[src/hdl/tcfa_pkg.sv]
// Shared types and codes for the typed constant-folding ALU.
`default_nettype none
package tcfa_pkg;

   typedef enum logic [4:0] {
      OP_ADD   = 5'd0,
      OP_SUB   = 5'd1,
      OP_SLASH = 5'd2,
      OP_MUL   = 5'd3,
      OP_DIV   = 5'd4,
      OP_MOD   = 5'd5,
      OP_AND   = 5'd6,
      OP_OR    = 5'd7,
      OP_EQ    = 5'd8,
      OP_NEQ   = 5'd9,
      OP_LT    = 5'd10,
      OP_LEQ   = 5'd11,
      OP_GT    = 5'd12,
      OP_GEQ   = 5'd13,
      OP_IN    = 5'd14,
      OP_NEG   = 5'd15,
      OP_NOT   = 5'd16
   } opcode_type;

   localparam logic [1:0] KIND_INT  = 2'd0;
   localparam logic [1:0] KIND_BOOL = 2'd1;
   localparam logic [1:0] KIND_SET  = 2'd2;

   localparam logic [2:0] ERR_OK       = 3'd0;
   localparam logic [2:0] ERR_KIND_DIF = 3'd1;
   localparam logic [2:0] ERR_KIND_BAD = 3'd2;
   localparam logic [2:0] ERR_IN_OPND  = 3'd3;
   localparam logic [2:0] ERR_OPCODE   = 3'd4;
   localparam logic [2:0] ERR_DIV_ZERO = 3'd5;

   // Back-end unit that finishes an item.
   typedef enum logic [1:0] {
      UNIT_LOGIC = 2'd0,
      UNIT_MUL   = 2'd1,
      UNIT_DIV   = 2'd2
   } unit_type;

   localparam int DivSteps = 64;

   // Classified item passed from front to back.
   typedef struct packed {
      unit_type    unit;
      logic [4:0]  opcode;
      logic        quot_trunc;  // slash: no floor correction
      logic        want_rem;
      logic [63:0] lhs;
      logic [63:0] rhs;
      logic [63:0] value;       // finished value for logic unit
      logic [1:0]  kind;
      logic [2:0]  err;
   } cmd_type;

   typedef struct packed {
      logic [63:0] value;
      logic [1:0]  kind;
      logic [2:0]  err;
   } rsp_type;

endpackage
`default_nettype wire

[src/hdl/tcfa_rspq.sv]
// Two-entry result FIFO feeding the result ports.
`default_nettype none
module tcfa_rspq (
   input  wire logic          clock,
   input  wire logic          reset,
   input  wire logic          push,
   input  tcfa_pkg::rsp_type  push_data,
   output logic               full,
   input  wire logic          pop,
   output tcfa_pkg::rsp_type  pop_data,
   output logic               empty
);

   tcfa_pkg::rsp_type mem [2];
   logic       wr_ff, rd_ff;
   logic [1:0] cnt_ff;
   logic       do_push, do_pop;

   assign full     = cnt_ff[1];
   assign empty    = (cnt_ff == 2'd0);
   assign do_push  = push && !full;
   assign do_pop   = pop && !empty;
   assign pop_data = mem[rd_ff];

   always_ff @(posedge clock) begin
      if (reset) begin
         wr_ff  <= 1'b0;
         rd_ff  <= 1'b0;
         cnt_ff <= 2'd0;
      end else begin
         if (do_push) wr_ff <= ~wr_ff;
         if (do_pop)  rd_ff <= ~rd_ff;
         if (do_push && !do_pop) cnt_ff <= cnt_ff + 2'd1;
         else if (do_pop && !do_push) cnt_ff <= cnt_ff - 2'd1;
      end
   end

   always_ff @(posedge clock) begin
      if (do_push) mem[wr_ff] <= push_data;
   end

endmodule
`default_nettype wire

[config.mk]
export PLATFORM = sky130hd
export DESIGN_NAME = tcfa_rspq
export DESIGN_NICKNAME = d
export VERILOG_FILES = /design/src/hdl/tcfa_pkg.sv /design/src/hdl/tcfa_rspq.sv
export SDC_FILE = /design/constraint.sdc
export NUM_CORES = 1
export LEC_CHECK = 0
export BUFFER_PORTS_ARGS = -buffer_cell sky130_fd_sc_hd__buf_4
export CORE_MARGIN = 2
export CORE_UTILIZATION = 35
export CTS_CLUSTER_DIAMETER = 30
export DETAILED_ROUTE_END_ITERATION = 8
export PLACE_DENSITY = 0.66
export SETUP_SLACK_MARGIN = 0.2
export SLEW_MARGIN = 25
export SYNTH_ARGS = -nofsm -noshare
export SYNTH_HDL_FRONTEND = slang
export SYNTH_SLANG_ARGS = --single-unit
[constraint.sdc]
create_clock -name clock -period 5 [get_ports clock]
set_input_delay 0.5 -clock clock [delete_from_list [all_inputs] [get_ports clock]]
set_output_delay 0.5 -clock clock [all_outputs]
set_load 0.01 [all_outputs]
# Word-level counts from Yosys, hierarchy flattened
# Memories as Yosys holds them, arrays and structs flattened. A register that Yosys moved wholly into a read port is not among the register bits.
# Cells that the tools add are included.
dict set report op_classes {
  add_sub_neg 2
  muxes 6
  bitwise 2
  reduce_logical 10
}
# cell n
set op_table {}
lappend op_table {{1-bit logical AND} 4}
lappend op_table {{1-bit zero test} 4}
lappend op_table {{1-bit 2-to-1 mux} 4}
lappend op_table {{2-bit 2-to-1 mux} 2}
lappend op_table {{2-bit by 1-bit adder with 2-bit output (second input constant)} 1}
lappend op_table {{2-bit zero test} 1}
lappend op_table {{1-bit NOT} 2}
lappend op_table {{2-bit nonzero test} 1}
lappend op_table {{2-bit by 1-bit subtractor with 2-bit output (second input constant)} 1}
dict set report word_totals {
  regBits 4
  ramBits 138
  output_inout_bits 71
  elab_cells 24
  memories 1
}
# name depth word_bits rd rd_clocked_by_memory_dff write_ports line_no
set memory_table {}
lappend memory_table {mem 2 69 1 1 1 tcfa_rspq.sv:14} ;# tcfa_pkg::rsp_type mem [2];

# Logic depth before layout (Yosys ltp)
dict set report depth {
  ltp_word 6
  ltp_mapped 5
}

# Least setup slack after synthesis
# Ideal clock, no wire load.
dict set report synth_timing {
  path_type {input to register}
  startpoint {input port push}
  endpoint {memory mem[0][0] (netlist name), enable pin}
  setup_time_ps 505
  t_arrival_ps 3840
  slack_ps 655
  stages 2
  n_path_buf 0
  path_cell_list {nor2b_1 -> nor2b_1}
}
dict set report synth_via {
  elab_chain_cells 3
}
# element line_no
set synth_lines {}
lappend synth_lines {{start, declared} tcfa_rspq.sv:6} ;# input wire logic push,
lappend synth_lines {{1-bit logical AND} tcfa_rspq.sv:21} ;# assign do_push = push && !full;
lappend synth_lines {{1-bit 2-to-1 mux} tcfa_rspq.sv:39} ;# if (do_push) mem[wr_ff] <= push_data;
lappend synth_lines {{1-bit 2-to-1 mux (not written as such)} tcfa_rspq.sv:39}
lappend synth_lines {{end, declared} tcfa_rspq.sv:14}
# No other way between the ends.

# Final worst setup path
dict set report layout_timing {
  startpoint {register cnt_ff[1]}
  endpoint {memory mem[0][4] (netlist name), enable pin}
}
dict set report layout_via {
  elab_chain_cells 4
}
# element line_no
set layout_lines {}
lappend layout_lines {{start, declared} tcfa_rspq.sv:16} ;# logic [1:0] cnt_ff;
lappend layout_lines {{start signal, assigned} tcfa_rspq.sv:33} ;# if (do_push && !do_pop) cnt_ff <= cnt_ff + 2'd1;
lappend layout_lines {{start signal, assigned} tcfa_rspq.sv:34} ;# else if (do_pop && !do_push) cnt_ff <= cnt_ff - 2'd1;
lappend layout_lines {{1-bit zero test} tcfa_rspq.sv:21}
lappend layout_lines {{1-bit logical AND} tcfa_rspq.sv:21}
lappend layout_lines {{named net do_push} tcfa_rspq.sv:17} ;# logic do_push, do_pop;
lappend layout_lines {{1-bit 2-to-1 mux} tcfa_rspq.sv:39}
lappend layout_lines {{1-bit 2-to-1 mux (not written as such)} tcfa_rspq.sv:39}
# The timed path passes the listed nets, and every way through them passes these cells.

==> key figures <==
Layout
  • Post-layout nets: 469
  • Final core occ: 49.4%
  • Layout Cells excl Fill: 592
  • Commonest non-fill, non-tap cells in the layout: buf_4, edfxtp_1, mux2_2
  • Antenna fix cells: 0
  • Post-route cell area: 7210 sq um
  • Fraction of layout cells with a size suffix above 1: 61.5%
  • Commonest non-fill, non-tap cell in the layout: buf_4
  • P&R area growth vs syn: 37.8%

Die
  • Die footprint: 15900 sq um
  • Site row count: 44
  • Starting Density: 35.8%
  • Core area: 14600 sq um
  • Die W: 126 um
  • I/O Pins: 144
  • Chip height: 126 um

Clock tree
  • Clock sink total: 143
  • H-tree depth: 4
  • Hold_buf cts: 0
  • Post-CTS resize count: 0
  • CTS buffer count: 17
  • Clk buf depth: 2
  • Clock tree from TritonCTS: built
  • Setup Buffers After CTS: 0
  • Worst skew pair latency: 0.41 ns
  • Reg clk slew, reported paths: 0.06 ns
  • Root Buffer: clkbuf_16

GRT
  • Gr usage total: 12.4%
  • Largest net degree at the start of global routing: 70
  • Met3 Use GR: 4.67%
  • Vias in the first global route: 2917
  • Met2 Use GR: 21.0%
  • GRT overflow: 0
  • Global-route wire length before repair: 14800 um
  • Top Usage Layer GRT: met2
  • Initial antenna violation count: 0
  • Met1 usage: 13.8%

Place
  • Port buffer count: 143
  • RD Place Congestion: 0.698
  • Post-DP Area: 6500 sq um
  • Placed instance count: 558
  • Final HPWL DP: 6050 um

Power and ir drop
  • Leak Pwr: 2.70 nW
  • VDD IR max: 281 uV
  • Cell Pwr Density: 554 nW/um^2

Drt
  • WL/cell: 16.2 um
  • Final antenna-violating net count: 0
  • Detail-routed via count per cell: 4.58
  • Detailed Route WL: 9600 um
  • Drt initial violations: 112
  • Drt drc: 0
  • Via Count: 2712
  • Drt first pass iters: 4

STA
  • Final worst-path cycle share: 48.8%
  • Worst Max-Slew Pin Slew: 0.943 ns
  • Clock Skew: 0.00482 ns
  • Final setup fails: 0
  • Fin Setup TNS: 0 ns
  • Worst slew margin: 37.0%
  • Final min period: 2.44 ns
  • F_max: 410 MHz
  • Slew Limit Fails: 0
  • Final hold viol count: 0
  • RSZ-0062 raised after global routing: false

Critical path
  • Worst Path Arrival: 2.50 ns
  • CP Capture Type: register
  • CP Class: register to register
  • Critical path peak fanout: 33
  • Startpoint types: register
  • Worst endpoint required time: 5.05 ns

Synth
  • Flip-flop and latch count after synthesis: 143
  • Syn Area/Cell: 22.1 sq um
  • Gate Count Post-Synth: 237
  • Synthesized cell area: 5230 sq um
  • Post-synth cell types: 16
  • Synth warn: 0
  • Sequential share of the synthesized area: 81.2%
  • Syn Nets: 311

Run
  • Max Cap Violations: 0

Outcome
  • Status: complete, no violations

Worst hold path
  • Worst hold path class: primary input to register
## worst max-delay path, cell delays in order, from the launching register on
cell     delay, ns
dfxtp_1       0.36
nor2b_1       0.31
nor2b_4       0.84
buf_4         0.55
## power by group
part	internal [mW]	switching [mW]
clock network	0.933	0.471
registers	1.55	0.0826
logic	0.522	0.437
total	3.00	0.991
## metrics by stage
step                setup WS (ns)  hold WS [ns]  total power [mW]
global placement             2.34         0.483              2.60
finish                       2.56         0.267              3.99
global route                 2.37         0.247              4.17
floorplan                   0.655         0.472              2.19
CTS                          2.39         0.241              4.05
detailed placement           2.27         0.493              2.62
## synth_stat cells
cell | number | area (sq um)
edfxtp_1 | 138 | 4140
mux2_2 | 59 | 664
mux2_4 | 10 | 150
buf_2 | 5 | 25.0
dfxtp_1 | 5 | 100
nor2_1 | 5 | 18.8
xor2_1 | 3 | 26.3
buf_6 | 2 | 22.5
nor2b_1 | 2 | 12.5
o21ai_0 | 2 | 10.0
a21oi_1 | 1 | 5.00
and2_1 | 1 | 6.26
buf_8 | 1 | 15.0
ha_1 | 1 | 12.5
or3_1 | 1 | 6.26
xnor2_1 | 1 | 8.76
## routing by layer
metal,part of all wire (%),up-vias
met5,0,-
met4,2.0,0
met3,6.3,19
met2,52,97
met1,40,1340
li1,-,1256
## logic make-up (layout without fill, tap and decap cells)
group	Yosys count	count (layout)	synth area share [%]
compound gates	3	3	0.287
xor+xnor	4	4	0.670
simple gates	9	9	0.838
flops	143	143	81.2
buf+inv	8	179	1.20
mux	69	69	15.6
fa+ha+maj	1	1	0.239
## area by class of cell
cell class                 count  area [sq um]
clock buffer                  17           425
sequential                   143          4250
timing repair buffer         147          1130
tap                          184           230
multi-input combinational     86           931
fill                        1237          7380
clock inverter                15           243
## final timing paths
kind / startpoint / endpoint / slack [ns] / cells past startpoint
max: cnt_ff[1]$_SDFFE_PP0P_ / mem[0][4]$_DFFE_PP_ / 2.56 / 3
min: push_data[12] / mem[1][12]$_DFFE_PP_ / 0.27 / 1
max reg2reg: cnt_ff[1]$_SDFFE_PP0P_ / mem[0][4]$_DFFE_PP_ / 2.56 / 3
min reg2reg: rd_ff$_SDFFE_PP0P_ / register / 0.50 / 2
## sequential cells by signal, summed over array words and instances, names as in the netlist, named ones only
register	count
mem	138
cnt_ff	2
rd_ff	1
wr_ff	1
Note: power is estimated with default switching activity, not from simulation.
