$ cat src/hdl/tcfa_pkg.sv
// Shared types and codes for the typed constant-folding ALU.
`default_nettype none
package tcfa_pkg;

   typedef enum logic [4:0] {
      OP_ADD   = 5'd0,
      OP_SUB   = 5'd1,
      OP_SLASH = 5'd2,
      OP_MUL   = 5'd3,
      OP_DIV   = 5'd4,
      OP_MOD   = 5'd5,
      OP_AND   = 5'd6,
      OP_OR    = 5'd7,
      OP_EQ    = 5'd8,
      OP_NEQ   = 5'd9,
      OP_LT    = 5'd10,
      OP_LEQ   = 5'd11,
      OP_GT    = 5'd12,
      OP_GEQ   = 5'd13,
      OP_IN    = 5'd14,
      OP_NEG   = 5'd15,
      OP_NOT   = 5'd16
   } opcode_type;

   localparam logic [1:0] KIND_INT  = 2'd0;
   localparam logic [1:0] KIND_BOOL = 2'd1;
   localparam logic [1:0] KIND_SET  = 2'd2;

   localparam logic [2:0] ERR_OK       = 3'd0;
   localparam logic [2:0] ERR_KIND_DIF = 3'd1;
   localparam logic [2:0] ERR_KIND_BAD = 3'd2;
   localparam logic [2:0] ERR_IN_OPND  = 3'd3;
   localparam logic [2:0] ERR_OPCODE   = 3'd4;
   localparam logic [2:0] ERR_DIV_ZERO = 3'd5;

   // Back-end unit that finishes an item.
   typedef enum logic [1:0] {
      UNIT_LOGIC = 2'd0,
      UNIT_MUL   = 2'd1,
      UNIT_DIV   = 2'd2
   } unit_type;

   localparam int DivSteps = 64;

   // Classified item passed from front to back.
   typedef struct packed {
      unit_type    unit;
      logic [4:0]  opcode;
      logic        quot_trunc;  // slash: no floor correction
      logic        want_rem;
      logic [63:0] lhs;
      logic [63:0] rhs;
      logic [63:0] value;       // finished value for logic unit
      logic [1:0]  kind;
      logic [2:0]  err;
   } cmd_type;

   typedef struct packed {
      logic [63:0] value;
      logic [1:0]  kind;
      logic [2:0]  err;
   } rsp_type;

endpackage
`default_nettype wire

$ cat src/hdl/tcfa_front.sv
// Front end: check kinds and compute the operations that need no back-end unit.
`default_nettype none
module tcfa_front #(
   parameter int SET_WIDTH = 32
) (
   input  wire logic [4:0]     opcode,
   input  wire logic [1:0]     lhs_kind,
   input  wire logic [1:0]     rhs_kind,
   input  wire logic [63:0]    lhs_value,
   input  wire logic [63:0]    rhs_value,
   output tcfa_pkg::cmd_type   cmd
);

   localparam logic [63:0] SetMask = (SET_WIDTH >= 64) ? '1 :
      ((64'd1 << SET_WIDTH) - 64'd1);

   logic [63:0] sa, sb;
   logic        lt_ab, lt_ba;

   assign sa    = lhs_value & SetMask;
   assign sb    = rhs_value & SetMask;
   assign lt_ab = $signed(lhs_value) < $signed(rhs_value);
   assign lt_ba = $signed(rhs_value) < $signed(lhs_value);

   always_comb begin
      cmd            = '0;
      cmd.unit       = tcfa_pkg::UNIT_LOGIC;
      cmd.opcode     = opcode;
      cmd.lhs        = lhs_value;
      cmd.rhs        = rhs_value;
      cmd.quot_trunc = (opcode == tcfa_pkg::OP_SLASH);
      cmd.want_rem   = (opcode == tcfa_pkg::OP_MOD);
      cmd.kind       = tcfa_pkg::KIND_INT;
      cmd.err        = tcfa_pkg::ERR_OK;
      if (opcode > tcfa_pkg::OP_NOT) begin
         cmd.err = tcfa_pkg::ERR_OPCODE;
      end else if (opcode == tcfa_pkg::OP_IN) begin
         if (lhs_kind != tcfa_pkg::KIND_INT || rhs_kind != tcfa_pkg::KIND_SET ||
             lhs_value[63] || lhs_value >= 64'(SET_WIDTH)) begin
            cmd.err = tcfa_pkg::ERR_IN_OPND;
         end else begin
            cmd.value = {63'd0, rhs_value[lhs_value[5:0]]};
            cmd.kind  = tcfa_pkg::KIND_BOOL;
         end
      end else if (opcode == tcfa_pkg::OP_NEG) begin
         if (lhs_kind == tcfa_pkg::KIND_INT) cmd.value = 64'd0 - lhs_value;
         else cmd.err = tcfa_pkg::ERR_KIND_BAD;
      end else if (opcode == tcfa_pkg::OP_NOT) begin
         if (lhs_kind == tcfa_pkg::KIND_BOOL) begin
            cmd.value = {63'd0, ~lhs_value[0]};
            cmd.kind  = tcfa_pkg::KIND_BOOL;
         end else cmd.err = tcfa_pkg::ERR_KIND_BAD;
      end else if (lhs_kind != rhs_kind) begin
         cmd.err = tcfa_pkg::ERR_KIND_DIF;
      end else if (lhs_kind == tcfa_pkg::KIND_INT) begin
         case (opcode)
            tcfa_pkg::OP_ADD: cmd.value = lhs_value + rhs_value;
            tcfa_pkg::OP_SUB: cmd.value = lhs_value - rhs_value;
            tcfa_pkg::OP_MUL: cmd.unit = tcfa_pkg::UNIT_MUL;
            tcfa_pkg::OP_SLASH, tcfa_pkg::OP_DIV, tcfa_pkg::OP_MOD: begin
               if (rhs_value == 64'd0) cmd.err = tcfa_pkg::ERR_DIV_ZERO;
               else cmd.unit = tcfa_pkg::UNIT_DIV;
            end
            tcfa_pkg::OP_EQ: begin
               cmd.value = {63'd0, lhs_value == rhs_value};
               cmd.kind  = tcfa_pkg::KIND_BOOL;
            end
            tcfa_pkg::OP_NEQ: begin
               cmd.value = {63'd0, lhs_value != rhs_value};
               cmd.kind  = tcfa_pkg::KIND_BOOL;
            end
            tcfa_pkg::OP_LT: begin
               cmd.value = {63'd0, lt_ab};
               cmd.kind  = tcfa_pkg::KIND_BOOL;
            end
            tcfa_pkg::OP_LEQ: begin
               cmd.value = {63'd0, ~lt_ba};
               cmd.kind  = tcfa_pkg::KIND_BOOL;
            end
            tcfa_pkg::OP_GT: begin
               cmd.value = {63'd0, lt_ba};
               cmd.kind  = tcfa_pkg::KIND_BOOL;
            end
            tcfa_pkg::OP_GEQ: begin
               cmd.value = {63'd0, ~lt_ab};
               cmd.kind  = tcfa_pkg::KIND_BOOL;
            end
            default: cmd.err = tcfa_pkg::ERR_KIND_BAD;
         endcase
      end else if (lhs_kind == tcfa_pkg::KIND_BOOL) begin
         cmd.kind = tcfa_pkg::KIND_BOOL;
         case (opcode)
            tcfa_pkg::OP_AND: cmd.value = {63'd0, lhs_value[0] & rhs_value[0]};
            tcfa_pkg::OP_OR:  cmd.value = {63'd0, lhs_value[0] | rhs_value[0]};
            tcfa_pkg::OP_EQ:  cmd.value = {63'd0, ~(lhs_value[0] ^ rhs_value[0])};
            tcfa_pkg::OP_NEQ: cmd.value = {63'd0, lhs_value[0] ^ rhs_value[0]};
            default:          cmd.err = tcfa_pkg::ERR_KIND_BAD;
         endcase
      end else if (lhs_kind == tcfa_pkg::KIND_SET) begin
         cmd.kind = tcfa_pkg::KIND_SET;
         case (opcode)
            tcfa_pkg::OP_ADD:   cmd.value = sa | sb;
            tcfa_pkg::OP_SUB:   cmd.value = sa & ~sb;
            tcfa_pkg::OP_SLASH: cmd.value = sa ^ sb;
            tcfa_pkg::OP_MUL:   cmd.value = sa & sb;
            tcfa_pkg::OP_EQ: begin
               cmd.value = {63'd0, sa == sb};
               cmd.kind  = tcfa_pkg::KIND_BOOL;
            end
            tcfa_pkg::OP_NEQ: begin
               cmd.value = {63'd0, sa != sb};
               cmd.kind  = tcfa_pkg::KIND_BOOL;
            end
            default: cmd.err = tcfa_pkg::ERR_KIND_BAD;
         endcase
      end else begin
         cmd.err = tcfa_pkg::ERR_KIND_BAD;
      end
      if (cmd.err != tcfa_pkg::ERR_OK) begin
         cmd.value = '0;
         cmd.kind  = tcfa_pkg::KIND_INT;
         cmd.unit  = tcfa_pkg::UNIT_LOGIC;
      end
   end

endmodule
`default_nettype wire

$ cat config.mk
export PLATFORM = sky130hd
export DESIGN_NAME = tcfa_front
export DESIGN_NICKNAME = d
export VERILOG_FILES = /design/src/hdl/tcfa_pkg.sv /design/src/hdl/tcfa_front.sv
export SDC_FILE = /design/constraint.sdc
export NUM_CORES = 1
export LEC_CHECK = 0
export BUFFER_PORTS_ARGS = -buffer_cell sky130_fd_sc_hd__buf_2
export CAP_MARGIN = 25
export CORE_UTILIZATION = 42
export DETAILED_ROUTE_END_ITERATION = 10
export MAX_ROUTING_LAYER = met4
export PLACE_DENSITY = 0.7
export SETUP_SLACK_MARGIN = 0.5
export SLEW_MARGIN = 0
export SYNTH_ARGS = -nofsm -noshare
export SYNTH_HDL_FRONTEND = slang
export SYNTH_SLANG_ARGS = --single-unit
export TNS_END_PERCENT = 10
$ cat constraint.sdc
create_clock -name vclk -period 6.89
set_clock_uncertainty 0.2 [all_clocks]
set_input_delay 1.378 -clock vclk [all_inputs]
set_output_delay 1.378 -clock vclk [all_outputs]
set_load 0.05 [all_outputs]
---- After elaboration in Yosys (flattened, before gate mapping) ----
Cells that the tools add are included.
W data, S select, Z words.
word-level totals
  register bits after elaboration ......... 0
  input port bits ......................... 137
operators by class
  add/subtract/negate cells ............... 3
  order comparisons ....................... 5
  eq/ne operators ......................... 24
  mux-type cells .......................... 40
  bitwise operators ....................... 12
  reduce and logical (&&, ||, !) cells .... 14
operator list
  kind                     count
  $pmux W64 S8             1
  $pmux W64 S6             1
  $mux W69                 4
  $mux W66                 4
  $lt A64 B64 Y1           2
  $mux W64                 2
  $add A64 B64 Y64         1
  $and A32 B64 Y64         1
  $eq A64 B64 Y1           1
  $ge A64 B6 Y1 const B    1
  $logic_not A64 Y1        1
  $ne A64 B64 Y1           1
  $not A32 Y64             1
  $sub A1 B64 Y64 const A  1
  $sub A64 B64 Y64         1
  $eq A5 B4 Y1 const B     8
  $and A32 B32 Y32         1
  $eq A32 B32 Y1           1
  $mux W2                  16
  $ne A32 B32 Y1           1
  $or A32 B32 Y32          1
  $xor A32 B32 Y32         1
  $eq A5 B3 Y1 const B     4
  $mux W3                  6
  other kinds (28)         36

---- Depth between registers and ports, before layout ----
  depth after elaboration ................. 13
  mapped depth ............................ 16

---- Worst setup path before layout ----
OpenSTA, ideal clock, no wires.
  kind .................................... input port to output port
  from .................................... in lhs_value[7]
  to ...................................... out cmd[4] (netlist bit)
  data arrival time ....................... 5.568 ns
  required time ........................... 5.312 ns
  setup slack ............................. -0.256 ns
  stages on the path ...................... 9
  cells stage by stage .................... clkbuf_1 or4_1 or3_1 or3_1 or4_1 nand2_1 a211oi_1 or3_1 nor4_1
RTL lines
  item         line              text
  from (decl)  tcfa_front.sv:9   input wire logic [63:0] lhs_value,
  to (decl)    tcfa_front.sv:11  output tcfa_pkg::cmd_type cmd

==> results.yml <==
outcome:
  status: "finished, final reports clean"
sta:
  rsz0062_at_grt: "yes"
  layout_min_cycle_time_ns: 6.65
  whs_ns: 2.88
  setup_viol: 0
  finalHoldViolCount: 0
  tightest_slew_ns: 0.974
  relSlewSlack_pct: 35.0
  fin_crit_sh_pct: 96.4
  max_clock_freq_ghz: 0.150
  finalWorstSetupSlack_ns: 0.245
  slew_viol_final: 0
logic_synthesis:
  syn-instance-count: 2244
  synth_area_leaders: "ha_1 19%, a21oi_1 9.2%, buf_4 6.9%"
  synth_top_area_share_pct: 19.2
  netlist_area_um2: 14600
  synth_area_per_cell_um2: 6.49
  ys_seq_area_share_pct: 0
  synth.distinct_cells: 84
  ys_warn_count: 0
  synth_top_area_cell: "ha_1"
  synthesis.nets: 2607
global_route:
  grt_max_degree: 58
  antenna_found_initial: 4
  track_usage_pct: 45.1
  overflow: 0
  grt_pass1_wl_mm: 120
  grt_pass1_vias: 19100
detailed_routing:
  wl_per_cell_um: 26.0
  firstDrtPassIters: 6
  drc: 0
  routed_via_density: 6.52
  vias: 20600
  antenna_left: 0
  drt_wl_total_mm: 82.2
  drt-initial-drc-count: 2829
layout:
  num-clock-buffers: 0
  nets: 3078
  syn_to_final_growth_pct: 32.8
  fill_cells: 3356
  design.seq.count: 0
  final_area_um2: 19300
  stdcell_count: 3164
  seqCellArea_um2: 0
  multi_input_area_um2: 13100
  drive_above_1_share_pct: 33.3
die:
  die_y_um: 188
  fp.dieArea_um2: 35400
  die_w_um: 188
  floorplan.initialDensity_pct: 43.0
  rows: 67
  ios: 343
  core_region_area_um2: 33900
worst_setup_path:
  arrival_ns: 5.07
  slowest_delay_ns: 0.46
  path_common_cell: "buf_4"
  worstSetupStartpointType: "primary input"
  critPathMaxFanout: 8
  worstPathCellList: "buf_2 > buf_4 > fa_2 > a21o_1 > a221o_1 > a221o_1 > nand3_1 > nand2_2 > a311o_2 > buf_4 > buf_6 > buf_4 > a221o_1 > a21oi_2 > o22ai_1 > buf_4"
  cp-end-kind: "output port"
  cp.required_ns: 5.31
  crit_type: "primary input to output port"
  crit_path_top_delay_cell: "a311o_2"
place:
  gp_congestion: 1.11
  place_inst: 3118
  dp_hpwl_mm: 66.1
  pre_cts_slack_ns: -0.205
  placed_area_um2: 18100
  port_buffers: 343
power_and_ir_drop:
  p_per_area_nw_per_um2: 89.1
  leakage_nw: 8.98
  vdd_drop_max_v: 0.0000497
worst_hold_path:
  worstHoldEndpoint: "cmd[71]"
  hold_path_depth: 2
  hold_class: "primary input to output port"
  worstHoldStart: "rhs_value[2]"
clock_network:
  cts_hold_buf: 0
job:
  drv_cap: 0
-- cells in the final DEF (no fill, tap or decap), drive strengths merged, types with 5 or more instances in the layout --
cell,netlist,routed
o221ai,58,58
a21oi,267,267
and2,7,7
a221oi,25,25
o22ai,50,50
a21boi,7,7
a21o,27,27
nand2,137,137
a31oi,23,23
o21a,12,12
nand3,61,61
a31o,6,6
a221o,36,36
o21ai,105,105
or3,14,14
inv,209,208
o22a,7,7
nor2b,18,18
o41ai,6,6
o211ai,17,17
or2,9,9
ha,224,224
nand2b,19,19
nor4,56,56
a211o,5,5
nor3,64,64
o21bai,49,49
nand4,37,37
and3,12,12
mux2i,14,14
or4,9,9
o31a,11,11
a2111oi,5,5
buf,145,728
xnor2,57,57
a211oi,14,14
mux4,10,10
nor2,201,201
o31ai,22,22
nor3b,11,11
-- metrics by stage --
stage / total power [mW] / setup TNS (ns) / utilization [%]
after floorplan: 0.943 / 0 / -
after global placement: 1.53 / -0.813 / 53.3
after detailed placement: 1.53 / -1.11 / 53.3
after CTS: 1.60 / 0 / 55.5
after global routing: 1.80 / 0 / 57.1
final: 1.72 / 0 / 57.1
-- cell families (layout without fill, tap and decap cells) --
family / count (synthesis) / count (layout) / synth area share (%)
buffers and inverters: 470 / 939 / 15.6
muxes: 26 / 26 / 2.66
AOI/OAI and AO/OA: 793 / 793 / 36.3
and+or+nand+nor: 668 / 668 / 22.3
other: 0 / 3 / 0
xor gates and xnor gates: 61 / 61 / 3.67
adders and majority gates: 226 / 226 / 19.5
-- power breakdown --
part / leakage [nW] / switching (mW) / internal (mW)
registers: 0 / 0 / 0
logic: 8.98 / 1.11 / 0.613
clock network: 0.0000171 / 0 / 0.00000000782
-- area by class of cell --
class,count,area share [%]
Tap cell,448,2.90
Inverter,210,4.13
Timing Repair Buffer,729,25.2
Multi-Input combinational cell,1774,67.8
Antenna cell,3,0.0388
-- worst max path at each step --
stage                     slack, ns     startpoint  endpoint  depth (start not counted)
final                          0.24   rhs_value[1]   cmd[25]                         16
after global routing           0.20  lhs_value[21]   cmd[61]                         17
after CTS                      0.24   lhs_value[8]   cmd[61]                         18
after detailed placement      -0.20   lhs_value[8]   cmd[29]                         17
after global placement        -0.23   lhs_value[8]   cmd[29]                         17
after floorplan                0.17  lhs_value[26]   cmd[62]                         13
-- synthesized netlist by cell type, types with 14 or more instances --
| library cell | number |
|---|---|
| buf_4 | 133 |
| nor2_1 | 201 |
| nor3_1 | 63 |
| o211ai_1 | 17 |
| o21ai_0 | 101 |
| a221o_1 | 36 |
| clkbuf_1 | 115 |
| o21bai_1 | 49 |
| inv_1 | 208 |
| ha_1 | 224 |
| a221oi_1 | 25 |
| nor2b_1 | 18 |
| a31oi_1 | 22 |
| o22ai_1 | 50 |
| o221ai_1 | 58 |
| nand4_1 | 37 |
| mux2i_1 | 14 |
| or3_1 | 14 |
| o31ai_1 | 20 |
| nor4_1 | 55 |
| nand3_1 | 61 |
| a21oi_1 | 267 |
| xnor2_1 | 57 |
| nand2b_1 | 19 |
| nand2_1 | 137 |
| a211oi_1 | 14 |
| a21o_1 | 27 |
-- routing by layer --
layer / track usage [%] / vias up / routed length, um
li1: - / 9074 / -
met1: 62.3 / 9708 / 34800
met2: 64.0 / 1582 / 33500
met3: 9.95 / 250 / 10800
met4: 14.5 / 0 / 3180
met5: - / - / 0
-- timing repair --
| action | in CTS | in global routing |
|---|---|---|
| setup endpoints to repair | 44 | 46 |
| setup buffers | 24 | 19 |
| pin swaps | 42 | 45 |
| gates resized for setup | 118 | 108 |
-- critical path: cells and delay by family --
family / cells / cell delay (ns)
AO/OA/AOI/OAI: 7 / 2.19
adder cells (fa/ha/maj): 1 / 0.39
buffers and inverters: 6 / 0.92
AND/OR/NAND/NOR: 2 / 0.17
(Power assumes the default switching activity.)
