==> src/hdl/tcfa_pkg.sv <==
// Shared types and codes for the typed constant-folding ALU.
`default_nettype none
package tcfa_pkg;

   typedef enum logic [4:0] {
      OP_ADD   = 5'd0,
      OP_SUB   = 5'd1,
      OP_SLASH = 5'd2,
      OP_MUL   = 5'd3,
      OP_DIV   = 5'd4,
      OP_MOD   = 5'd5,
      OP_AND   = 5'd6,
      OP_OR    = 5'd7,
      OP_EQ    = 5'd8,
      OP_NEQ   = 5'd9,
      OP_LT    = 5'd10,
      OP_LEQ   = 5'd11,
      OP_GT    = 5'd12,
      OP_GEQ   = 5'd13,
      OP_IN    = 5'd14,
      OP_NEG   = 5'd15,
      OP_NOT   = 5'd16
   } opcode_type;

   localparam logic [1:0] KIND_INT  = 2'd0;
   localparam logic [1:0] KIND_BOOL = 2'd1;
   localparam logic [1:0] KIND_SET  = 2'd2;

   localparam logic [2:0] ERR_OK       = 3'd0;
   localparam logic [2:0] ERR_KIND_DIF = 3'd1;
   localparam logic [2:0] ERR_KIND_BAD = 3'd2;
   localparam logic [2:0] ERR_IN_OPND  = 3'd3;
   localparam logic [2:0] ERR_OPCODE   = 3'd4;
   localparam logic [2:0] ERR_DIV_ZERO = 3'd5;

   // Back-end unit that finishes an item.
   typedef enum logic [1:0] {
      UNIT_LOGIC = 2'd0,
      UNIT_MUL   = 2'd1,
      UNIT_DIV   = 2'd2
   } unit_type;

   localparam int DivSteps = 64;

   // Classified item passed from front to back.
   typedef struct packed {
      unit_type    unit;
      logic [4:0]  opcode;
      logic        quot_trunc;  // slash: no floor correction
      logic        want_rem;
      logic [63:0] lhs;
      logic [63:0] rhs;
      logic [63:0] value;       // finished value for logic unit
      logic [1:0]  kind;
      logic [2:0]  err;
   } cmd_type;

   typedef struct packed {
      logic [63:0] value;
      logic [1:0]  kind;
      logic [2:0]  err;
   } rsp_type;

endpackage
`default_nettype wire

==> src/hdl/tcfa_queue.sv <==
// Small FIFO between the front end and the back end.
`default_nettype none
module tcfa_queue #(
   parameter int DEPTH = 4
) (
   input  wire logic              clock,
   input  wire logic              reset,
   input  wire logic              push,
   input  tcfa_pkg::cmd_type      push_data,
   output logic                   full,
   input  wire logic              pop,
   output tcfa_pkg::cmd_type      pop_data,
   output logic                   empty
);

   localparam int AW = (DEPTH > 1) ? $clog2(DEPTH) : 1;

   tcfa_pkg::cmd_type mem [DEPTH];
   logic [AW-1:0] wr_ff, wr_in, rd_ff, rd_in;
   logic [AW:0]   cnt_ff, cnt_in;
   logic          do_push, do_pop;

   assign full     = (cnt_ff == (AW+1)'(DEPTH));
   assign empty    = (cnt_ff == '0);
   assign do_push  = push && !full;
   assign do_pop   = pop && !empty;
   assign pop_data = mem[rd_ff];

   always_comb begin
      wr_in  = wr_ff;
      rd_in  = rd_ff;
      cnt_in = cnt_ff;
      if (do_push) wr_in = (wr_ff == AW'(DEPTH-1)) ? '0 : wr_ff + 1'b1;
      if (do_pop)  rd_in = (rd_ff == AW'(DEPTH-1)) ? '0 : rd_ff + 1'b1;
      if (do_push && !do_pop) cnt_in = cnt_ff + 1'b1;
      else if (do_pop && !do_push) cnt_in = cnt_ff - 1'b1;
   end

   always_ff @(posedge clock) begin
      if (reset) begin
         wr_ff  <= '0;
         rd_ff  <= '0;
         cnt_ff <= '0;
      end else begin
         wr_ff  <= wr_in;
         rd_ff  <= rd_in;
         cnt_ff <= cnt_in;
      end
   end

   always_ff @(posedge clock) begin
      if (do_push) mem[wr_ff] <= push_data;
   end

endmodule
`default_nettype wire

==> config.mk <==
export PLATFORM = sky130hd
export DESIGN_NAME = tcfa_queue
export DESIGN_NICKNAME = d
export VERILOG_FILES = /design/src/hdl/tcfa_pkg.sv /design/src/hdl/tcfa_queue.sv
export SDC_FILE = /design/constraint.sdc
export NUM_CORES = 1
export LEC_CHECK = 0
export BUFFER_PORTS_ARGS = -buffer_cell sky130_fd_sc_hd__buf_2
export CAP_MARGIN = 5
export CELL_PAD_IN_SITES_DETAIL_PLACEMENT = 1
export CELL_PAD_IN_SITES_GLOBAL_PLACEMENT = 1
export CORE_MARGIN = 2
export CORE_UTILIZATION = 54
export CTS_BUF_LIST = sky130_fd_sc_hd__clkbuf_16
export DETAILED_ROUTE_END_ITERATION = 6
export PLACE_DENSITY_LB_ADDON = 0.1
export SLEW_MARGIN = 15
export SYNTH_ARGS = -nofsm -noshare
export SYNTH_HDL_FRONTEND = slang
export SYNTH_SLANG_ARGS = --single-unit
==> constraint.sdc <==
create_clock -name clock -period 19.51 [get_ports clock]
set_clock_uncertainty 0.05 [all_clocks]
set_input_delay 1.951 -clock clock [delete_from_list [all_inputs] [get_ports clock]]
set_output_delay 1.951 -clock clock [all_outputs]
set_load 0.01 [all_outputs]
=== Yosys cells after proc, flatten, opt, wreduce, memory -nomap -nowiden ===
Memories as Yosys holds them, arrays and structs flattened. A register that Yosys moved wholly into a read port is not among the register bits.
Index checks and enable logic that the tools add are counted.

* Bits in registers: 7
* RAM bits: 824
* Output and inout port bits: 208
* Word-level logic and storage cells: 29
* Memories kept: 1

* Add/subtract/negate cells: 4
* Equality and inequality tests: 3
* Muxes and demuxes: 8
* Reductions and logical operators: 10

{| class="wikitable"
|+ Memory list
! name !! words !! width !! read ports !! clocked after Yosys merged registers in !! write ports !! RTL line !! RTL
|-
| mem || 4 || 206 || 1 || 1 || 1 || tcfa_queue.sv:18 || <nowiki>tcfa_pkg::cmd_type mem [DEPTH];</nowiki>
|}

{| class="wikitable"
|+ Operator list
! operator !! number
|-
| $mux 2 || 4
|-
| $mux 3 || 2
|-
| $add 2x1->2 const B || 2
|-
| $eq 2x2->1 const B || 2
|-
| $logic_and 1x1->1 || 4
|-
| $logic_not 1->1 || 4
|-
| $add 3x1->3 const B || 1
|-
| $eq 3x3->1 const B || 1
|-
| $logic_not 3->1 || 1
|-
| $sub 3x1->3 const B || 1
|-
| $mux 1 || 2
|-
| $reduce_bool 2->1 || 1
|}

=== Logic depth before layout (Yosys ltp) ===
Gate-level depths: netlist of run 1.

* Depth after elaboration: 7
* Gate-level depth with buffers: 10
* Mapped depth without buffers: 9

=== Least setup slack after synthesis of run 1 ===
No wires, ideal clock.

* Path kind: input to register
* From: input port push
* To: memory mem[3][0] in the netlist's numbering (enable)
* Arrival: 6705 ps
* Slack: 12162 ps
* Cell stages on the path: 1
* Path buffers: 0
* Path through: and3_1

* Word-level cells in the longest chain between the ends: 3

{| class="wikitable"
|+ Ends and longest elaborated chain
! item !! RTL line !! RTL
|-
| from (decl) || tcfa_queue.sv:8 || <nowiki>input wire logic push,</nowiki>
|-
| $logic_and 1x1->1 || tcfa_queue.sv:25 || <nowiki>assign do_push = push && !full;</nowiki>
|-
| $mux 1 || tcfa_queue.sv:52 || <nowiki>if (do_push) mem[wr_ff] <= push_data;</nowiki>
|-
| $mux 1 (implied by the code) || tcfa_queue.sv:52 ||
|-
| to (decl) || tcfa_queue.sv:18 ||
|}

Every way passes these cells.

==> metrics.txt, run 1 <==
# TYPE chip_impl_metric gauge
chip_impl_metric{name="timing.final.hold_violations",unit=""} 0
chip_impl_metric{name="syn_avg_cell_area",unit="um2"} 26.8
chip_impl_metric{name="max-cap-violations",unit=""} 0
chip_impl_metric{name="final_sum_of_negative_setup_slack",unit="ns"} 0
chip_impl_metric{name="ys_seq_area_frac",unit=""} 0.826
chip_impl_metric{name="post-route-min-period",unit="ns"} 6.12
chip_impl_metric{name="ant_nets",unit=""} 0
chip_impl_info{name="critical-path-top-delay-family",value="buffers and inverters"} 1
chip_impl_metric{name="syn_inst",unit=""} 1126
chip_impl_metric{name="gpl.final_weighted_congestion",unit=""} 0.729
chip_impl_metric{name="grt_pass1_vias",unit=""} 14700
chip_impl_metric{name="clock.fmax",unit="MHz"} 164
chip_impl_metric{name="globalRouteOverflowTotal",unit=""} 0
chip_impl_info{name="worst_setup_path_start_kind",value="flop"} 1
chip_impl_metric{name="grt_pass1_wl",unit="um"} 94800
chip_impl_metric{name="core_area",unit="um2"} 55200
chip_impl_metric{name="critical_path.max_fanout",unit=""} 44
chip_impl_metric{name="synthArstFlopShare",unit=""} 0
chip_impl_metric{name="critPathMaxStageDelay",unit="ns"} 0.93
chip_impl_metric{name="clk-insertion-delay-late",unit="ns"} 0.61
chip_impl_metric{name="critical_path_buf_inv_count",unit=""} 3
chip_impl_metric{name="power",unit="mW"} 4.67
chip_impl_metric{name="timing.slew.headroom",unit=""} 0.322
chip_impl_metric{name="post-route-period-util",unit=""} 0.313
chip_impl_metric{name="grtUsageTotal",unit=""} 0.226
chip_impl_info{name="setup_repair_after_global_routing_missed_its_margin",value="false"} 1
chip_impl_metric{name="count_of_input_and_output_buffers",unit=""} 417
chip_impl_metric{name="antenna_violations_before_repair",unit=""} 25
chip_impl_metric{name="areaGrowthSynthToFinish",unit="%"} 18.2
chip_impl_metric{name="final_net_count",unit=""} 1815
chip_impl_metric{name="fraction_of_layout_cells_with_a_size_suffix_above_1",unit=""} 0.459
chip_impl_metric{name="die_x",unit="um"} 240
chip_impl_metric{name="detail_route.wl_per_cell",unit="um"} 26.6
chip_impl_metric{name="multi_input_area",unit="um2"} 4920
chip_impl_metric{name="synth-seq-cells",unit=""} 833
chip_impl_info{name="tritoncts_clock_tree",value="yes"} 1
chip_impl_metric{name="cts-buffers-inserted",unit=""} 82
chip_impl_metric{name="die-area",unit="um2"} 57800
chip_impl_info{name="worstPathCellList",value="buf_4 > buf_4 > mux4_2 > buf_2"} 1
chip_impl_metric{name="irDropWorstVdd",unit="V"} 0.000130
chip_impl_metric{name="cts.reportedPaths.clkPinSlew",unit="ns"} 0.06
chip_impl_metric{name="slew_viol_final",unit=""} 0
chip_impl_metric{name="drtIter0Drc",unit=""} 780
chip_impl_metric{name="yosys.area.top_type_share",unit=""} 0.820
chip_impl_metric{name="power_per_cell_area",unit="nW/um2"} 131
chip_impl_info{name="synth_commonest_cells",value="edfxtp_1, mux4_2, buf_2"} 1
chip_impl_metric{name="synth_fp_nets",unit=""} 1343
chip_impl_metric{name="ctsHtreeMaxLevel",unit=""} 3
chip_impl_info{name="clockRootBuffer",value="clkbuf_16"} 1
chip_impl_metric{name="cts-root-to-sink-buffers",unit=""} 3
chip_impl_metric{name="floorplan.initialDensity",unit=""} 0.547
chip_impl_metric{name="crit_arrival",unit="ns"} 4.12
chip_impl_info{name="startpoint_of_the_worst_register_to_register_path",value="cnt_ff[0]"} 1
chip_impl_metric{name="finalSetupViolations",unit=""} 0
chip_impl_metric{name="route.vias.total",unit=""} 13700
chip_impl_metric{name="die_height",unit="um"} 240
chip_impl_metric{name="number_of_ports_placed_on_the_die_boundary",unit=""} 418
chip_impl_info{name="critical_path.slowest_cell",value="dfxtp_4"} 1
chip_impl_metric{name="drc_errors",unit=""} 0
chip_impl_metric{name="synthesis.yosys.warnings",unit=""} 0
chip_impl_info{name="worstHoldPathType",value="flop to flop"} 1
chip_impl_metric{name="num-fill-cells",unit=""} 4495
chip_impl_metric{name="crit_required",unit="ns"} 17.51
chip_impl_info{name="setup.worst_path.end_class",value="output port"} 1
chip_impl_info{name="type_of_the_worst_setup_path",value="flop to output port"} 1
chip_impl_metric{name="grt_start_max_net_pins",unit=""} 66
chip_impl_metric{name="cts.sink_count",unit=""} 833
chip_impl_info{name="yosysMostFrequentCell",value="edfxtp_1"} 1
chip_impl_info{name="synth.area.top_cells",value="edfxtp_1, mux4_2, buf_6"} 1
chip_impl_metric{name="placementRows",unit=""} 86
chip_impl_info{name="holdCritStartpoint",value="rd_ff[0]"} 1
chip_impl_metric{name="cts.repair_timing.setup_buffer_count",unit=""} 0
chip_impl_metric{name="cts_hold_repair.buffers",unit=""} 0
chip_impl_metric{name="synth.lib_cells_used.distinct",unit=""} 23
chip_impl_metric{name="synth-edff-count",unit=""} 824
chip_impl_info{name="yosys_most_used_dff",value="edfxtp_1"} 1
chip_impl_info{name="synth_top_area_cell",value="edfxtp_1"} 1
chip_impl_metric{name="detail_route.vias_per_cell",unit=""} 5.63
chip_impl_metric{name="first_pass_iters",unit=""} 4
chip_impl_info{name="run_status",value="complete, no violations"} 1
chip_impl_info{name="cpMostUsedCell",value="buf_4"} 1
chip_impl_metric{name="seq_area",unit="um2"} 24900
chip_impl_metric{name="netlist_area",unit="um2"} 30200
chip_impl_metric{name="cts-resized-gates",unit=""} 0
chip_impl_metric{name="total_leakage_power",unit="nW"} 11.9
chip_impl_metric{name="finalWirelength",unit="um"} 64600
chip_impl_metric{name="dpl.hpwl",unit="um"} 40200
chip_impl_metric{name="worst_pin_slew",unit="ns"} 1.02
==> cell usage in the layout, fill, tap and decap left out <==
cell / count
o31ai_2: 1
ha_1: 6
fa_1: 1
nor2_1: 4
o31ai_1: 1
inv_6: 6
clkinv_2: 12
clkinv_1: 20
buf_2: 417
bufinv_16: 8
nor3_1: 2
and3_4: 4
nand2_1: 1
or3_1: 2
dfxtp_1: 7
inv_1: 19
inv_2: 1
clkinvlp_4: 4
clkbuf_16: 82
xor2_1: 2
diode_2: 18
nand3_1: 2
o21ai_0: 2
buf_4: 19
edfxtp_1: 824
or3b_1: 1
dfxtp_4: 2
clkinv_8: 1
mux2i_1: 2
a21oi_1: 3
mux4_2: 206
==> worst reg2reg max path, stage by stage (launching register included) <==
cell     delay, ns
dfxtp_1       0.44
or3b_1        0.30
and3_4        0.72
buf_4         0.86
buf_4         0.76
==> stage by stage <==
step / utilization / cells / worst slack, ns / area [um2] / hold WS [ns]
floorplan: - / 1126 / 12.16 / 30200 / 0.413
global placement: 0.599 / 2262 / 13.87 / 33000 / 0.415
detailed placement: 0.599 / 2262 / 13.82 / 33000 / 0.436
CTS: 0.645 / 2410 / 13.17 / 35600 / 0.468
global route: 0.646 / 2419 / 12.93 / 35600 / 0.501
finish: 0.646 / 2428 / 13.39 / 35700 / 0.453
==> layout make-up <==
cell class | instances | share of cell area
Multi-Input combinational cell | 240 | 0.138
Antenna cell | 18 | 0.00126
Inverter | 5 | 0.000526
Clock inverter | 66 | 0.0149
Clock buffer | 82 | 0.0575
Tap cell | 748 | 0.0262
Timing Repair Buffer | 436 | 0.0625
Sequential cell | 833 | 0.699
==> per-layer routing <==
| metal | GRT usage | wire [um] | vias up |
|---|---|---|---|
| met1 | 0.296 | 25000 | 7233 |
| met4 | 0.0791 | 1620 | 22 |
| met3 | 0.0721 | 5130 | 109 |
| li1 | - | - | 5881 |
| met5 | 0 | 153 | - |
| met2 | 0.363 | 32700 | 422 |
==> path summary, 6_finish.rpt <==
kind,endpoint,slack [ns],depth (start not counted)
min,flop,0.45,2
max reg2reg,mem[1][79],15.92,4
min reg2reg,flop,0.45,2
max,pop_data[87],13.39,4
==> kinds of logic after synthesis <==
| group | after synthesis | share of synthesized area |
|---|---|---|
| AO/OA/AOI/OAI | 7 | 0.00149 |
| buffers and inverters | 53 | 0.0117 |
| multiplexers | 208 | 0.154 |
| AND/OR/NAND/NOR | 16 | 0.00282 |
| adder cells (fa/ha/maj) | 7 | 0.00315 |
| flip-flops | 833 | 0.826 |
| XOR/XNOR | 2 | 0.000581 |
==> sequential cells by signal, summed over array words and instances (netlist names), named ones only <==
register,count
mem,824
wr_ff,2
rd_ff,2
cnt_ff,3
==> power breakdown <==
group / leakage (nW) / switching [mW] / internal [mW] / total [mW]
registers: 7.63 / 0.0652 / 2.17 / 2.23
clock network: 1.32 / 0.649 / 0.872 / 1.52
logic: 2.97 / 0.505 / 0.417 / 0.922
Note: power is estimated with default switching activity, not from simulation.
==> run 2, diff against run 1 <==
CORE_UTILIZATION = 46   (was 54)
clock period = 4.92 ns   (was 19.51 ns; I/O delays follow)
==> metrics.txt, run 2 (synthesis results as in run 1) <==
# TYPE chip_impl_metric gauge
chip_impl_info{name="run_status",value="complete, no violations"} 1
chip_impl_info{name="largest-register",value="mem"} 1
chip_impl_metric{name="clk-insertion-delay-late",unit="ns"} 0.63
chip_impl_metric{name="irDropWorstVdd",unit="V"} 0.000378
chip_impl_metric{name="max-cap-violations",unit=""} 0
chip_impl_info{name="worstHoldPathType",value="primary input to flop"} 1
chip_impl_info{name="type_of_the_worst_setup_path",value="flop to output port"} 1
chip_impl_metric{name="netSwitchingFraction",unit=""} 0.260
chip_impl_info{name="mostFrequentLayoutCells",value="edfxtp_1, buf_2, mux4_2, dlygate4sd3_1, clkbuf_16"} 1
chip_impl_metric{name="switchingPower",unit="mW"} 4.93
chip_impl_metric{name="post-route-period-util",unit=""} 0.678
chip_impl_metric{name="largest_reg_flops",unit=""} 824
chip_impl_metric{name="route.vias.total",unit=""} 14000
chip_impl_metric{name="cts.repair_timing.setup_buffer_count",unit=""} 0
chip_impl_metric{name="number_of_ports_placed_on_the_die_boundary",unit=""} 418
chip_impl_metric{name="first_pass_iters",unit=""} 5
chip_impl_info{name="tritoncts_clock_tree",value="yes"} 1
chip_impl_info{name="layout_top_registers",value="mem x824, cnt_ff x3"} 1
chip_impl_metric{name="placementRows",unit=""} 93
chip_impl_metric{name="core_area",unit="um2"} 64700
chip_impl_metric{name="cts-resized-gates",unit=""} 0
chip_impl_metric{name="grt_pass1_vias",unit=""} 15500
chip_impl_metric{name="power",unit="mW"} 18.9
chip_impl_metric{name="timing.final.hold_violations",unit=""} 0
chip_impl_info{name="startpoint_of_the_worst_register_to_register_path",value="cnt_ff[0]"} 1
chip_impl_metric{name="timing.slew.headroom",unit=""} 0.323
chip_impl_metric{name="drtIter0Drc",unit=""} 957
chip_impl_metric{name="ant_nets",unit=""} 0
chip_impl_info{name="setup.worst_path.end_class",value="output port"} 1
chip_impl_metric{name="p_int",unit="mW"} 14.0
chip_impl_metric{name="detail_route.wl_per_cell",unit="um"} 24.7
chip_impl_metric{name="stdcell_area",unit="um2"} 37300
chip_impl_info{name="worst_setup_path_start_kind",value="flop"} 1
chip_impl_metric{name="floorplan.initialDensity",unit=""} 0.466
chip_impl_metric{name="dpl.hpwl",unit="um"} 38600
chip_impl_metric{name="power.share.combinational",unit=""} 0.202
chip_impl_metric{name="count_of_input_and_output_buffers",unit=""} 417
chip_impl_metric{name="grtUsageTotal",unit=""} 0.197
chip_impl_metric{name="power_frac_seq",unit=""} 0.463
chip_impl_metric{name="post_dp_cell_area",unit="um2"} 33300
chip_impl_metric{name="detail_route.vias_per_cell",unit=""} 5.28
chip_impl_info{name="r2r-end",value="mem[1][198]"} 1
chip_impl_metric{name="areaGrowthSynthToFinish",unit="%"} 23.7
chip_impl_metric{name="die-area",unit="um2"} 67700
chip_impl_metric{name="grt_pass1_wl",unit="um"} 98300
chip_impl_info{name="worstPathCellList",value="buf_12 > mux4_2 > buf_2"} 1
chip_impl_metric{name="finalWirelength",unit="um"} 65400
chip_impl_metric{name="die_x",unit="um"} 260
chip_impl_metric{name="critical_path.max_fanout",unit=""} 89
chip_impl_metric{name="power.share.clock",unit=""} 0.335
chip_impl_metric{name="post-route-min-period",unit="ns"} 3.34
chip_impl_metric{name="cts.reportedPaths.clkPinSlew",unit="ns"} 0.06
chip_impl_metric{name="slew_viol_final",unit=""} 0
chip_impl_metric{name="fraction_of_layout_cells_with_a_size_suffix_above_1",unit=""} 0.430
chip_impl_metric{name="finalSetupViolations",unit=""} 0
chip_impl_info{name="critical_path.slowest_cell",value="dfxtp_4"} 1
chip_impl_metric{name="gpl.final_weighted_congestion",unit=""} 0.726
chip_impl_metric{name="crit_required",unit="ns"} 4.38
chip_impl_metric{name="cts-root-to-sink-buffers",unit=""} 3
chip_impl_metric{name="total_leakage_power",unit="nW"} 12.5
chip_impl_info{name="most_common_library_cell_in_the_layout_ignoring_fill_and_taps",value="edfxtp_1"} 1
chip_impl_metric{name="worst_r2r_path_depth",unit=""} 3
chip_impl_metric{name="worst_pin_slew",unit="ns"} 1.02
chip_impl_metric{name="globalRouteOverflowTotal",unit=""} 0
chip_impl_info{name="setup_repair_after_global_routing_missed_its_margin",value="false"} 1
chip_impl_metric{name="timing.reg2reg.setup_slack",unit="ns"} 2.31
chip_impl_metric{name="die_height",unit="um"} 260
chip_impl_info{name="clockRootBuffer",value="clkbuf_16"} 1
chip_impl_metric{name="final_sum_of_negative_setup_slack",unit="ns"} 0
chip_impl_metric{name="power_per_cell_area",unit="nW/um2"} 507
chip_impl_metric{name="clock.fmax",unit="MHz"} 300
chip_impl_metric{name="crit_arrival",unit="ns"} 2.79
chip_impl_metric{name="num-fill-cells",unit=""} 5532
chip_impl_metric{name="ctsHtreeMaxLevel",unit=""} 3
chip_impl_info{name="cp-endpoint",value="pop_data[140]"} 1
chip_impl_metric{name="critPathMaxStageDelay",unit="ns"} 0.88
chip_impl_metric{name="drc_errors",unit=""} 0
chip_impl_metric{name="grt_start_max_net_pins",unit=""} 118
chip_impl_metric{name="cts.sink_count",unit=""} 833
chip_impl_metric{name="cts-buffers-inserted",unit=""} 87
chip_impl_metric{name="multi_input_area",unit="um2"} 4920
chip_impl_metric{name="final_net_count",unit=""} 1940
chip_impl_metric{name="antenna_violations_before_repair",unit=""} 14
chip_impl_metric{name="seq_area",unit="um2"} 24900
-- run 2: worst max-delay path, delay by kind of cell (launching register included) --
family,cells,cell delay (ns)
flip-flops,1,0.88
buffers and inverters,2,0.61
multiplexers,1,0.42
-- run 2: layout make-up --
cell class / instances / area share
antenna: 6 / 0.000402
clock buffer: 88 / 0.0590
clock inverter: 69 / 0.0156
inverter: 5 / 0.000503
multi-input combinational: 240 / 0.132
sequential: 833 / 0.668
tap: 855 / 0.0286
timing repair buffer: 556 / 0.0965
-- run 2: worst min path at each step --
stage             startpoint          to  cells after the start
4_1_cts        push_data[63]  mem[1][63]                      1
2_1_floorplan       rd_ff[0]        flop                      2
6_report       push_data[68]  mem[2][68]                      1
3_5_place_dp       cnt_ff[2]   cnt_ff[2]                      2
3_3_place_gp       cnt_ff[2]   cnt_ff[2]                      2
5_1_grt        push_data[89]  mem[3][89]                      1
-- run 2: metrics by stage --
stage / hold WS (ns) / std cells / setup slack [ns] / util
global placement: 0.463 / 2365 / 2.21 / 0.515
CTS: 0.000186 / 2645 / 1.55 / 0.577
finish: 0.0412 / 2652 / 1.58 / 0.577
global route: 0.00380 / 2647 / 1.47 / 0.577
detailed placement: 0.468 / 2365 / 2.22 / 0.515
floorplan: 0.413 / 1126 / 1.14 / -
-- run 2: power groups by stage --
stage,Sequential (mW),Combinational (mW),Clock (mW)
after global placement,8.88,3.86,0
after global routing,8.85,4.14,6.74
after CTS,8.79,3.95,6.51
after floorplan,8.89,2.40,0
final,8.78,3.83,6.34
after detailed placement,8.94,3.85,0
-- run 2: repair_timing --
action,4_1_cts,5_1_grt
hold buffers,123,1
endpoints found under the hold margin,447,1
endpoints found under the setup margin,0,0
-- run 2: metal layers --
| metal | wire (um) | GRT usage | vias up |
|---|---|---|---|
| li1 | - | - | 6113 |
| met1 | 25200 | 0.250 | 7361 |
| met4 | 1450 | 0.0546 | 22 |
| met2 | 33500 | 0.326 | 396 |
| met3 | 5180 | 0.0659 | 115 |
| met5 | 149 | 0 | - |
==> run 3, diff against run 2 <==
clock period = 2.87 ns   (was 4.92 ns; I/O delays follow)
==> metrics.txt, run 3 (synthesis results as in run 1) <==
# TYPE chip_impl_metric gauge
chip_impl_metric{name="crit_arrival",unit="ns"} 2.35
chip_impl_metric{name="power_frac_seq",unit=""} 0.449
chip_impl_metric{name="total_leakage_power",unit="nW"} 13.2
chip_impl_info{name="critical_path.slowest_cell",value="dfxtp_4"} 1
chip_impl_metric{name="post_dp_cell_area",unit="um2"} 33900
chip_impl_metric{name="cts-buffers-inserted",unit=""} 86
chip_impl_metric{name="worst_pin_slew",unit="ns"} 0.712
chip_impl_info{name="tritoncts_clock_tree",value="yes"} 1
chip_impl_info{name="cpMostUsedCell",value="buf_12"} 1
chip_impl_metric{name="first_pass_iters",unit=""} 4
chip_impl_metric{name="core_area",unit="um2"} 64700
chip_impl_info{name="largest-register",value="mem"} 1
chip_impl_info{name="type_of_the_worst_setup_path",value="flop to output port"} 1
chip_impl_metric{name="power",unit="mW"} 33.5
chip_impl_metric{name="clk-insertion-delay-late",unit="ns"} 0.61
chip_impl_metric{name="cts-root-to-sink-buffers",unit=""} 3
chip_impl_metric{name="gr-usage-met3",unit=""} 0.0631
chip_impl_metric{name="floorplan.initialDensity",unit=""} 0.466
chip_impl_metric{name="critical_path_buf_inv_count",unit=""} 3
chip_impl_info{name="clockRootBuffer",value="clkbuf_16"} 1
chip_impl_info{name="worst_setup_path_start_kind",value="flop"} 1
chip_impl_info{name="top_usage_layer",value="met2"} 1
chip_impl_metric{name="slew_viol_final",unit=""} 0
chip_impl_metric{name="route.vias.total",unit=""} 14500
chip_impl_metric{name="number_of_ports_placed_on_the_die_boundary",unit=""} 418
chip_impl_info{name="critical-path-top-delay-family",value="buffers and inverters"} 1
chip_impl_metric{name="post-route-min-period",unit="ns"} 2.69
chip_impl_metric{name="grt_start_max_net_pins",unit=""} 74
chip_impl_metric{name="timing.final.hold_violations",unit=""} 0
chip_impl_metric{name="met2_usage",unit=""} 0.350
chip_impl_metric{name="switchingPower",unit="mW"} 8.60
chip_impl_metric{name="final_net_count",unit=""} 2061
chip_impl_info{name="mostFrequentLayoutCells",value="edfxtp_1, buf_2, dlygate4sd3_1, mux4_2, clkbuf_16"} 1
chip_impl_metric{name="antenna_violations_before_repair",unit=""} 12
chip_impl_metric{name="detail_route.vias_per_cell",unit=""} 5.23
chip_impl_metric{name="detail_route.wl_per_cell",unit="um"} 24.6
chip_impl_metric{name="ant_nets",unit=""} 0
chip_impl_metric{name="globalRouteOverflowTotal",unit=""} 0
chip_impl_metric{name="timing.slew.headroom",unit=""} 0.525
chip_impl_metric{name="clock.fmax",unit="MHz"} 372
chip_impl_metric{name="crit_required",unit="ns"} 2.53
chip_impl_metric{name="finalWirelength",unit="um"} 68500
chip_impl_metric{name="netSwitchingFraction",unit=""} 0.257
chip_impl_metric{name="final_cell_count_no_fill",unit=""} 2781
chip_impl_metric{name="post-route-period-util",unit=""} 0.936
chip_impl_metric{name="grt_pass1_vias",unit=""} 16200
chip_impl_metric{name="global_route.usage.met1",unit=""} 0.258
chip_impl_metric{name="gpl.final_weighted_congestion",unit=""} 0.748
chip_impl_metric{name="fraction_of_layout_cells_with_a_size_suffix_above_1",unit=""} 0.424
chip_impl_metric{name="ctsHtreeMaxLevel",unit=""} 3
chip_impl_info{name="holdCritStartpoint",value="pop"} 1
chip_impl_metric{name="num-fill-cells",unit=""} 5461
chip_impl_metric{name="dpl.hpwl",unit="um"} 41700
chip_impl_metric{name="placementRows",unit=""} 93
chip_impl_metric{name="areaGrowthSynthToFinish",unit="%"} 29.1
chip_impl_metric{name="power.share.clock",unit=""} 0.339
chip_impl_metric{name="drc_errors",unit=""} 0
chip_impl_metric{name="power_per_cell_area",unit="nW/um2"} 860
chip_impl_metric{name="timing.hold.ws",unit="ns"} 0.0365
chip_impl_metric{name="largest_reg_flops",unit=""} 824
chip_impl_metric{name="die-area",unit="um2"} 67700
chip_impl_info{name="setup.worst_path.end_class",value="output port"} 1
chip_impl_metric{name="irDropWorstVdd",unit="V"} 0.000859
chip_impl_metric{name="cts.reportedPaths.clkPinSlew",unit="ns"} 0.06
chip_impl_info{name="worstPathCellList",value="buf_12 > buf_12 > mux4_2 > buf_2"} 1
chip_impl_info{name="setup_repair_after_global_routing_missed_its_margin",value="false"} 1
chip_impl_metric{name="critPathMaxStageDelay",unit="ns"} 0.57
chip_impl_metric{name="count_of_input_and_output_buffers",unit=""} 417
chip_impl_metric{name="critical_path.max_fanout",unit=""} 19
chip_impl_metric{name="utilization",unit=""} 0.602
chip_impl_info{name="layout_top_registers",value="mem x824, cnt_ff x3"} 1
chip_impl_metric{name="cts.sink_count",unit=""} 833
chip_impl_metric{name="max-cap-violations",unit=""} 0
chip_impl_metric{name="grt_pass1_wl",unit="um"} 103000
chip_impl_metric{name="die_x",unit="um"} 260
chip_impl_metric{name="stdcell_area",unit="um2"} 39000
chip_impl_info{name="startpoint_of_the_worst_register_to_register_path",value="cnt_ff[0]"} 1
chip_impl_info{name="run_status",value="complete, no violations"} 1
chip_impl_metric{name="p_int",unit="mW"} 24.9
chip_impl_metric{name="finalSetupViolations",unit=""} 0
chip_impl_metric{name="timing.reg2reg.setup_slack",unit="ns"} 0.46
chip_impl_info{name="most_common_library_cell_in_the_layout_ignoring_fill_and_taps",value="edfxtp_1"} 1
chip_impl_metric{name="die_height",unit="um"} 260
chip_impl_metric{name="placed_cells_incl_taps",unit=""} 2402
chip_impl_metric{name="drtIter0Drc",unit=""} 939
chip_impl_metric{name="power.share.combinational",unit=""} 0.212
chip_impl_metric{name="cts-resized-gates",unit=""} 0
chip_impl_info{name="worstHoldPathType",value="primary input to flop"} 1
chip_impl_metric{name="grtUsageTotal",unit=""} 0.206
[run 3: cell type report]
cell class	instances	area, um2	area share
multi-input combinational	240	4920	0.126
tap	855	1070	0.0275
clock buffer	88	2200	0.0565
timing repair buffer	678	5090	0.131
clock inverter	73	709	0.0182
inverter	5	18.8	0.000482
sequential	833	24900	0.640
antenna	9	22.5	0.000578
[run 3: worst min-delay path: cells and delay by family]
family,cells,cell delay (ns)
AOI/OAI and AO/OA,2,0.19
and+or+nand+nor,1,0.09
buffers and inverters,1,0.08
[run 3: worst paths after layout]
kind | end | cells past startpoint
setup / recovery | pop_data[2] | 4
hold / removal | flop | 4
setup reg to reg | cnt_ff[2] | 9
hold reg to reg | flop | 2
[run 3: per-layer routing]
metal | vias to the layer above | part of all wire
li1 | 6365 | -
met3 | 105 | 0.069
met1 | 7651 | 0.39
met4 | 12 | 0.021
met2 | 400 | 0.52
met5 | - | 0.0011
[run 3: metrics by stage]
step | setup TNS (ns) | setup WS, ns
global placement | 0 | 0.569
detailed placement | 0 | 0.486
global route | 0 | 0.0272
finish | 0 | 0.182
floorplan | -746.72 | -0.906
CTS | 0 | 0.0729
[run 3: timing repair]
| action | CTS | global route |
|---|---|---|
| buffers inserted | 0 | 0 |
| hold buffers | 209 | 0 |
| endpoints found under the hold margin | 833 | 0 |
[run 3: power groups by stage]
stage | Clock [mW] | Sequential (mW) | Combinational (mW)
2_1_floorplan | 0 | 15.2 | 4.12
3_3_place_gp | 0 | 15.2 | 6.98
3_5_place_dp | 0 | 15.3 | 7.00
4_1_cts | 11.6 | 15.1 | 7.28
5_1_grt | 12.1 | 15.2 | 7.63
6_report | 11.4 | 15.0 | 7.11
